[src/rrqs_pkg.sv]
// ----------------------------------------------------------------------------
// rrqs_pkg
// Shared types and constants of the round robin quantum scheduler.
// ----------------------------------------------------------------------------
package rrqs_pkg;

    localparam int MAX_JOBS    = 16;
    localparam int CNT_W       = $clog2(MAX_JOBS + 1);
    localparam int ID_W        = 8;
    localparam int TIME_W      = 16;
    localparam int JOBS_LEFT_W = 5;

    localparam logic [TIME_W-1:0] QUANTUM_RESET = TIME_W'(3);

    // Input actions.
    localparam logic ACT_ADD   = 1'b0;
    localparam logic ACT_SLICE = 1'b1;

    // Result status codes.
    localparam logic [1:0] ST_ADDED    = 2'd0;
    localparam logic [1:0] ST_REJECTED = 2'd1;
    localparam logic [1:0] ST_SERVED   = 2'd2;
    localparam logic [1:0] ST_IDLE     = 2'd3;

    typedef struct packed {
        logic [ID_W-1:0]   id;
        logic [TIME_W-1:0] remaining;
    } t_job;

    typedef struct packed {
        logic shift;
        logic load;
    } t_cell_ctl;

endpackage

[src/rrqs_cell.sv]
// ----------------------------------------------------------------------------
// rrqs_cell
// One queue slot: takes its right neighbor's job on a shift, or a new job on a load.
// ----------------------------------------------------------------------------
module rrqs_cell
    import rrqs_pkg::*;
(
    input  logic      i_clk,
    input  t_cell_ctl i_ctl,
    input  t_job      i_next,
    input  t_job      i_load,
    output t_job      o_job
);

    t_job r_job;
    t_job n_job;

    // A load beats a shift: the requeued head lands in the cell that the
    // shift would otherwise fill from its neighbor.
    always_comb begin
        n_job = r_job;
        if (i_ctl.load) begin
            n_job = i_load;
        end else if (i_ctl.shift) begin
            n_job = i_next;
        end
    end

    always_ff @(posedge i_clk) begin
        r_job <= n_job;
    end

    assign o_job = r_job;

endmodule

[src/round_robin_quantum_scheduler.sv]
// ----------------------------------------------------------------------------
// round_robin_quantum_scheduler
// Round robin job queue with a programmable time quantum.
// ----------------------------------------------------------------------------
// Usage: an item (action, job_id, burst_time) is taken at a clock edge where
// start is high and busy is low. busy stays low, so a new item may be given
// in every cycle. An add puts the job at the tail of the queue; a slice
// serves the head job for one quantum and either retires it or sends it to
// the tail with the quantum taken off.
// Each item yields one result beat in the cycle after it is taken, shown for a
// single cycle with o_strobe high. The receiver cannot stall; results must be
// captured when the strobe is seen. Throughput is one item per cycle.
// The queue is a row of cells with the head in cell 0; a slice shifts every
// cell toward the head at once, and one compare and subtract on cell 0
// sets the cycle time.
// i_cfg_we writes the quantum; write it only while no result is pending.
// A synchronous reset empties the queue and sets the quantum to 3.
// ----------------------------------------------------------------------------
module round_robin_quantum_scheduler
    import rrqs_pkg::*;
(
    input  logic                   i_clk,
    input  logic                   i_rst_n,
    input  logic                   start,
    output logic                   busy,
    input  logic                   i_action,
    input  logic [ID_W-1:0]        i_job_id,
    input  logic [TIME_W-1:0]      i_burst_time,
    input  logic                   i_cfg_we,
    input  logic [TIME_W-1:0]      i_cfg_wdata,
    output logic                   o_strobe,
    output logic [1:0]             o_status,
    output logic [ID_W-1:0]        o_served_id,
    output logic [TIME_W-1:0]      o_remaining_after,
    output logic                   o_completed,
    output logic [JOBS_LEFT_W-1:0] o_jobs_left
);

    logic [TIME_W-1:0] r_quantum;
    logic [CNT_W-1:0]  r_count;
    logic [CNT_W-1:0]  n_count;
    logic              r_strobe;

    t_job              cell_job [MAX_JOBS+1];
    t_cell_ctl         cell_ctl [MAX_JOBS];
    t_job              load_job;
    t_job              head;
    logic [CNT_W-1:0]  load_idx;
    logic              accept;
    logic              is_add;
    logic              full;
    logic              empty;
    logic              fits;
    logic              add_ok;
    logic              slice_ok;
    logic              requeue;
    logic              do_load;
    logic [TIME_W-1:0] left;

    assign busy     = 1'b0;
    assign accept   = start & ~busy;
    assign is_add   = (i_action == ACT_ADD);
    assign full     = (r_count == CNT_W'(MAX_JOBS));
    assign empty    = (r_count == '0);
    assign head     = cell_job[0];
    assign fits     = (head.remaining <= r_quantum);
    assign left     = head.remaining - r_quantum;
    assign add_ok   = accept & is_add & ~full;
    assign slice_ok = accept & ~is_add & ~empty;
    assign requeue  = slice_ok & ~fits;
    assign do_load  = add_ok | requeue;

    // On a requeue the shift has already moved the queue up by one, so the
    // tail slot is one below the count.
    assign load_idx = add_ok ? r_count : (r_count - CNT_W'(1));

    always_comb begin
        if (add_ok) begin
            load_job.id        = i_job_id;
            load_job.remaining = i_burst_time;
        end else begin
            load_job.id        = head.id;
            load_job.remaining = left;
        end
    end

    assign cell_job[MAX_JOBS] = '0;

    for (genvar i = 0; i < MAX_JOBS; i++) begin : g_cell
        assign cell_ctl[i].shift = slice_ok;
        assign cell_ctl[i].load  = do_load & (load_idx == CNT_W'(i));

        rrqs_cell u_cell (
            .i_clk  (i_clk),
            .i_ctl  (cell_ctl[i]),
            .i_next (cell_job[i+1]),
            .i_load (load_job),
            .o_job  (cell_job[i])
        );
    end

    always_comb begin
        n_count = r_count;
        if (add_ok) begin
            n_count = r_count + CNT_W'(1);
        end else if (slice_ok && fits) begin
            n_count = r_count - CNT_W'(1);
        end
    end

    always_ff @(posedge i_clk) begin
        if (!i_rst_n) begin
            r_quantum <= QUANTUM_RESET;
            r_count   <= '0;
            r_strobe  <= 1'b0;
        end else begin
            if (i_cfg_we) begin
                r_quantum <= i_cfg_wdata;
            end
            r_count  <= n_count;
            r_strobe <= accept;
        end
    end

    // Result beat fields.
    always_ff @(posedge i_clk) begin
        if (accept) begin
            o_served_id       <= '0;
            o_remaining_after <= '0;
            o_completed       <= 1'b0;
            o_jobs_left       <= JOBS_LEFT_W'(n_count);
            if (is_add) begin
                o_status <= full ? ST_REJECTED : ST_ADDED;
            end else if (empty) begin
                o_status <= ST_IDLE;
            end else begin
                o_status          <= ST_SERVED;
                o_served_id       <= head.id;
                o_remaining_after <= fits ? '0 : left;
                o_completed       <= fits;
            end
        end
    end

    assign o_strobe = r_strobe;

`ifndef SYNTHESIS
    a_count_bound: assert property (@(posedge i_clk) disable iff (!i_rst_n)
        r_count <= CNT_W'(MAX_JOBS))
        else $error("job count exceeds queue depth");

    a_strobe_follows: assert property (@(posedge i_clk) disable iff (!i_rst_n)
        accept |=> o_strobe)
        else $error("accepted item produced no result beat");

    a_done_served: assert property (@(posedge i_clk) disable iff (!i_rst_n)
        (o_strobe && o_completed) |-> (o_status == ST_SERVED))
        else $error("completion flagged on a non-slice result");

    a_idle_empty: assert property (@(posedge i_clk) disable iff (!i_rst_n)
        (o_strobe && o_status == ST_IDLE) |-> (o_jobs_left == '0))
        else $error("idle result reported with jobs queued");

    a_reject_full: assert property (@(posedge i_clk) disable iff (!i_rst_n)
        (o_strobe && o_status == ST_REJECTED) |-> (r_count == CNT_W'(MAX_JOBS)))
        else $error("add rejected while queue not full");
`endif

endmodule

[config.mk]
export PLATFORM = sky130hd
export DESIGN_NAME = round_robin_quantum_scheduler
export DESIGN_NICKNAME = d
export VERILOG_FILES = /design/src/rrqs_pkg.sv /design/src/rrqs_cell.sv /design/src/round_robin_quantum_scheduler.sv
export SDC_FILE = /design/constraint.sdc
export NUM_CORES = 1
export LEC_CHECK = 0
export ABC_CLOCK_PERIOD_IN_PS = 3580
export BUFFER_PORTS_ARGS = -buffer_cell sky130_fd_sc_hd__buf_2
export CORE_ASPECT_RATIO = 2
export CORE_UTILIZATION = 56
export DETAILED_ROUTE_END_ITERATION = 8
export PLACE_DENSITY = 0.84
export SETUP_SLACK_MARGIN = 0.5
export SLEW_MARGIN = 20
export SYNTH_ARGS = -nofsm -noshare
export SYNTH_HDL_FRONTEND = slang
export SYNTH_SLANG_ARGS = --single-unit
[constraint.sdc]
create_clock -name i_clk -period 3.58 [get_ports i_clk]
set_input_delay 0.716 -clock i_clk [delete_from_list [all_inputs] [get_ports i_clk]]
set_output_delay 0.716 -clock i_clk [all_outputs]
set_load 0.005 [all_outputs]
# ---- Yosys cells after proc, flatten, opt, wreduce, memory -nomap -nowiden
# Index checks and enable logic that the tools add are counted.
dict set report totals {
  n_memories 0
  wordCells 146
  register_bits 438
  romBits 0
  inputBits 45
  mem_bits_rw 0
  latchBits 0
}
dict set report op_classes {
  add_sub_neg 3
  mul 0
  div 0
  eq_ne 16
  n_mux 39
  n_bitwise 26
  shift 0
  order_cmp 1
  n_reduce_logical 21
}
# cell n
set op_table {}
lappend op_table {{2-to-1 mux 24 bit} 33}
lappend op_table {{equality test 5 x 4 -> 1 bit, second input constant} 8}
lappend op_table {{nonzero test 2 bit} 16}
lappend op_table {{bitwise AND 1 bit} 21}
lappend op_table {{equality test 5 x 3 -> 1 bit, second input constant} 4}
lappend op_table {{<= comparator 16 bit} 1}
lappend op_table {{subtractor 16 bit} 1}
lappend op_table {{2-to-1 mux 5 bit} 3}
lappend op_table {{equality test 5 x 2 -> 1 bit, second input constant} 2}
lappend op_table {{logical NOT 5 bit} 2}
lappend op_table {{adder 5 x 1 -> 5 bit, second input constant} 1}
lappend op_table {{equality test 5 x 1 -> 1 bit, second input constant} 1}
lappend op_table {{equality test 5 bit, second input constant} 1}
lappend op_table {{subtractor 5 x 1 -> 5 bit, second input constant} 1}
lappend op_table {{inverter 1 bit} 4}
lappend op_table {{OR reduction 3 bit} 1}
lappend op_table {{2-to-1 mux 1 bit} 2}
lappend op_table {{2-to-1 mux 2 bit} 1}
lappend op_table {{OR reduction 2 bit} 1}
lappend op_table {{logical AND 1 bit} 1}
lappend op_table {{bitwise OR 1 bit} 1}

# ---- Depth between registers and ports, before layout
dict set report depth {
  ltp_word 7
  mapped_depth 13
  ltp_nobuf 9
}

# ---- By module
# From an unflattened synthesis, not the netlist that was laid out.
dict set report hier_totals {
  cells_unflattened 1269
  area_unflattened_um2 21744.6
}
# mod seq_area_each_um2 area_per_inst_um2 cells_per_inst n_inst
set modules_own_cells {}
lappend modules_own_cells {rrqs_cell 720.7 1119.8 52 16}
lappend modules_own_cells {round_robin_quantum_scheduler 1401.3 3827.4 437 1}

# ---- Worst setup path after synthesis
# No wires, ideal clock.
dict set report synth_timing {
  kind {flip-flop to flip-flop}
  startpoint {reg r_count[0]}
  endpoint {reg g_cell[4].u_cell.r_job (netlist bit g_cell[4].u_cell.o_job[0]), enable pin}
  period_less_slack_ns 3.559
  arrival_ns 3.178
  setup_time_ns 0.381
  slack_ns 0.021
  stages_incl_launch_ff 12
  required_ns 3.199
  n_path_buf 3
  path_cell_list {dfxtp_1 buf_2 inv_1 ha_1 clkbuf_1 nor2b_1 o211ai_2 xnor2_1 a2111oi_4 nand2_4 buf_6 nand2_1}
}
dict set report synth_between {
  elab_chain_len 7
  elab_cells_between_ends 13
  cone_classes {1 x add/sub; 2 x eq/ne; 1 x mux; 7 x bitwise; 2 x reduce/logical}
}
# item line
set synth_rtl {}
lappend synth_rtl {{start, declared} round_robin_quantum_scheduler.sv:40} ;# logic [CNT_W-1:0] r_count;
lappend synth_rtl {{start signal, assigned} round_robin_quantum_scheduler.sv:120} ;# r_count <= n_count;
lappend synth_rtl {{parallel branches: the longest is 6 deep, another holds subtractor 5 x 1 -> 5 bit} --}
lappend synth_rtl {{nonzero test 2 bit (no line) (*)} --}
lappend synth_rtl {{end signal, assigned} rrqs_cell.sv:30} ;# r_job <= n_job;
lappend synth_rtl {{end, declared} rrqs_cell.sv:15} ;# t_job r_job;
# Mark *: on every way between the ends.
# A chain may end at the register's enable or synchronous reset.

==> impl_metrics.env <==
export IMPL_die_area_um2=37800
export IMPL_slew_headroom=0.506
export IMPL_vias_per_cell=6.03
export IMPL_cts_hold_buf=0
export IMPL_synthesis_nets=1373
export IMPL_synth_enable_flop_cells=416
export IMPL_critPathBufInv=4
export IMPL_crit_top_cell="buf_4"
export IMPL_utilization=0.653
export IMPL_worstPathRequired_ns=3.87
export IMPL_cp_slowest_cell="a2111oi_4"
export IMPL_cp_slowest_stage_delay_ns=0.41
export IMPL_synth_cell_types=74
export IMPL_grt_pass1_wl_um=69200
export IMPL_outcome="complete, no violations"
export IMPL_worstPathCellList="inv_1 > ha_2 > a21oi_2 > o21ai_4 > a2111oi_4 > nand2_2 > buf_4 > nand4_4 > buf_4 > buf_4 > mux2_1"
export IMPL_final_setup_viol_count=0
export IMPL_io_pins=79
export IMPL_maxCapViolations=0
export IMPL_cts_num_sinks=438
export IMPL_min_period_ns=3.05
export IMPL_cts_clk_slew_worst_paths_ns=0.07
export IMPL_drc=0
export IMPL_antennaDiodeCount=0
export IMPL_final_common_cell="edfxtp_1"
export IMPL_tritoncts="yes"
export IMPL_vias=11500
export IMPL_drt_iter0_markers=606
export IMPL_drtAntennaViolNets=0
export IMPL_crit_family="compound AO/OA/AOI/OAI gates"
export IMPL_mostFrequentLayoutCells="416 x edfxtp_1, 172 x mux2_1, 116 x mux2_2"
export IMPL_cts_made_buffers=38
export IMPL_crit_type="flip-flop to flip-flop"
export IMPL_avgSynthCellArea_um2=15.9
export IMPL_worstMarginPinSlew_ns=0.736
export IMPL_dieWidth_um=138
export IMPL_area_delta_synth_final_pct=14.6
export IMPL_grt_usage=0.237
export IMPL_skew_ns=0.0200
export IMPL_cts_root_buf="clkbuf_16"
export IMPL_wl_um=44300
export IMPL_holdCritPathClass="input port to flip-flop"
export IMPL_cp_max_fo=6
export IMPL_power_density_nw_per_um2=531
export IMPL_ys_seq_area_frac=0.624
export IMPL_leakage_nw=8.79
export IMPL_drive_gt1_frac=0.343
export IMPL_finalHoldViolations=0
export IMPL_syn_instance_count=1308
export IMPL_nets=1490
export IMPL_drt_pass1_iterations=5
export IMPL_synth_async_reset_ratio=0
export IMPL_yosys_most_used_dff="edfxtp_1"
export IMPL_end_kind="flip-flop"
export IMPL_antenna_found_initial=0
export IMPL_slew_violations=0
export IMPL_start_util=0.569
export IMPL_grt_setup_unrepaired="yes"
export IMPL_fmax_mhz=328
export IMPL_cts_max_level=2
export IMPL_fin_setup_tns_ns=0
export IMPL_n_fill_cell=2409
export IMPL_post_drt_wl_per_cell_um=23.2
export IMPL_dp_hpwl_um=29800
export IMPL_clk_path_buf_depth=3
export IMPL_min_period_over_period=0.851
export IMPL_rows=99
export IMPL_vdd_drop_max_uv=540
export IMPL_cp_start_kind="flip-flop"
export IMPL_grt_pass1_vias=12500
export IMPL_ys_ff_latch=438
export IMPL_synth_warnings=0
export IMPL_die_y_um=274
export IMPL_portBuffers=77
export IMPL_grt_ovfl_total=0
export IMPL_syn_area_um2=20700
export IMPL_finalPower_mw=12.6
export IMPL_worstPathArrival_ns=3.34
export IMPL_grt_max_degree=36
export IMPL_gp_congestion=0.980
export IMPL_insertion_delay_ns=0.55
export IMPL_hold_slack_ns=0.389
export IMPL_fp_coreArea_um2=36400
[metrics by stage]
step	std cells	cell area, um2	setup slack, ns
2_1_floorplan	1308	20800	0.436
3_3_place_gp	1807	21800	0.169
3_5_place_dp	1807	21800	0.0650
4_1_cts	1901	23600	0.484
5_1_grt	1908	23800	0.433
6_report	1908	23800	0.533
[final timing paths]
check / startpoint / to / slack [ns] / cells past startpoint
worst max-delay path: r_quantum[9]$_SDFFE_PN0P_ / g_cell[13].u_cell.o_job[21]$_DFFE_PP_ / 0.53 / 11
worst min-delay path: i_rst_n / r_quantum[0]$_SDFFE_PN1P_ / 0.39 / 2
worst max register to register: r_quantum[9]$_SDFFE_PN0P_ / g_cell[13].u_cell.o_job[21]$_DFFE_PP_ / 0.53 / 11
worst min register to register: r_quantum[11]$_SDFFE_PN0P_ / r_quantum[11]$_SDFFE_PN0P_ / 0.50 / 2
[power by group]
part           total, mW  internal, mW  switching [mW]  leakage (nW)
clock network       4.24          2.38            1.86         0.620
logic               2.07         0.779            1.29          4.15
registers           6.31          6.18           0.126          4.02
total               12.6          9.34            3.28          8.79
[registers in the layout, indices dropped and copies added (netlist names)]
signal	cells
r_count	5
o_jobs_left	5
r_quantum	16
o_remaining_after	16
o_strobe	1
o_completed	1
o_served_id	8
o_status	2
g_cell.u_cell.o_job	384
[cells in the mapped netlist, drive strengths merged (17+ instances only)]
cell / n / area, um2
clkbuf: 40 / 150
and3: 17 / 106
a21oi: 28 / 144
ha: 19 / 238
mux2: 364 / 4380
buf: 50 / 434
nand2: 76 / 315
nor2: 48 / 190
mux2i: 22 / 220
and2: 26 / 163
o21ai: 19 / 110
edfxtp: 416 / 12500
inv: 21 / 78.8
dfxtp: 22 / 440
[final cells by class]
class	instances	area (um2)	area share
inverters	23	90.1	0.00379
repair buffers	162	1270	0.0533
multi-input cells	762	7630	0.321
clock inverters	24	274	0.0115
well taps	454	568	0.0239
flip-flops and latches	438	12900	0.544
clock buffers	45	998	0.0420
[logic make-up after synthesis]
logic type / count (synthesis) / share of synthesized area
DFF: 438 / 0.624
muxes: 386 / 0.222
and+or+nand+nor: 230 / 0.0635
buffers and inverters: 113 / 0.0323
AOI/OAI and AO/OA: 103 / 0.0386
adders and majority gates: 20 / 0.0124
xor gates and xnor gates: 17 / 0.00718
other: 1 / 0.000181
[per-layer routing]
metal | GRT usage | vias to the layer above | share of wire
li1 | - | 5216 | -
met1 | 0.229 | 5851 | 0.33
met2 | 0.478 | 307 | 0.59
met3 | 0.0276 | 123 | 0.033
met4 | 0.125 | 0 | 0.048
met5 | 0 | - | 0
[what timing repair did]
item                       CTS  global route
pin swaps                   12             8
resized for setup           48            22
buffers inserted            19             7
cloned                       6             0
hold endpoints to repair     0             0
setup endpoints to repair  741           372
Note: power is estimated with default switching activity, not from simulation.
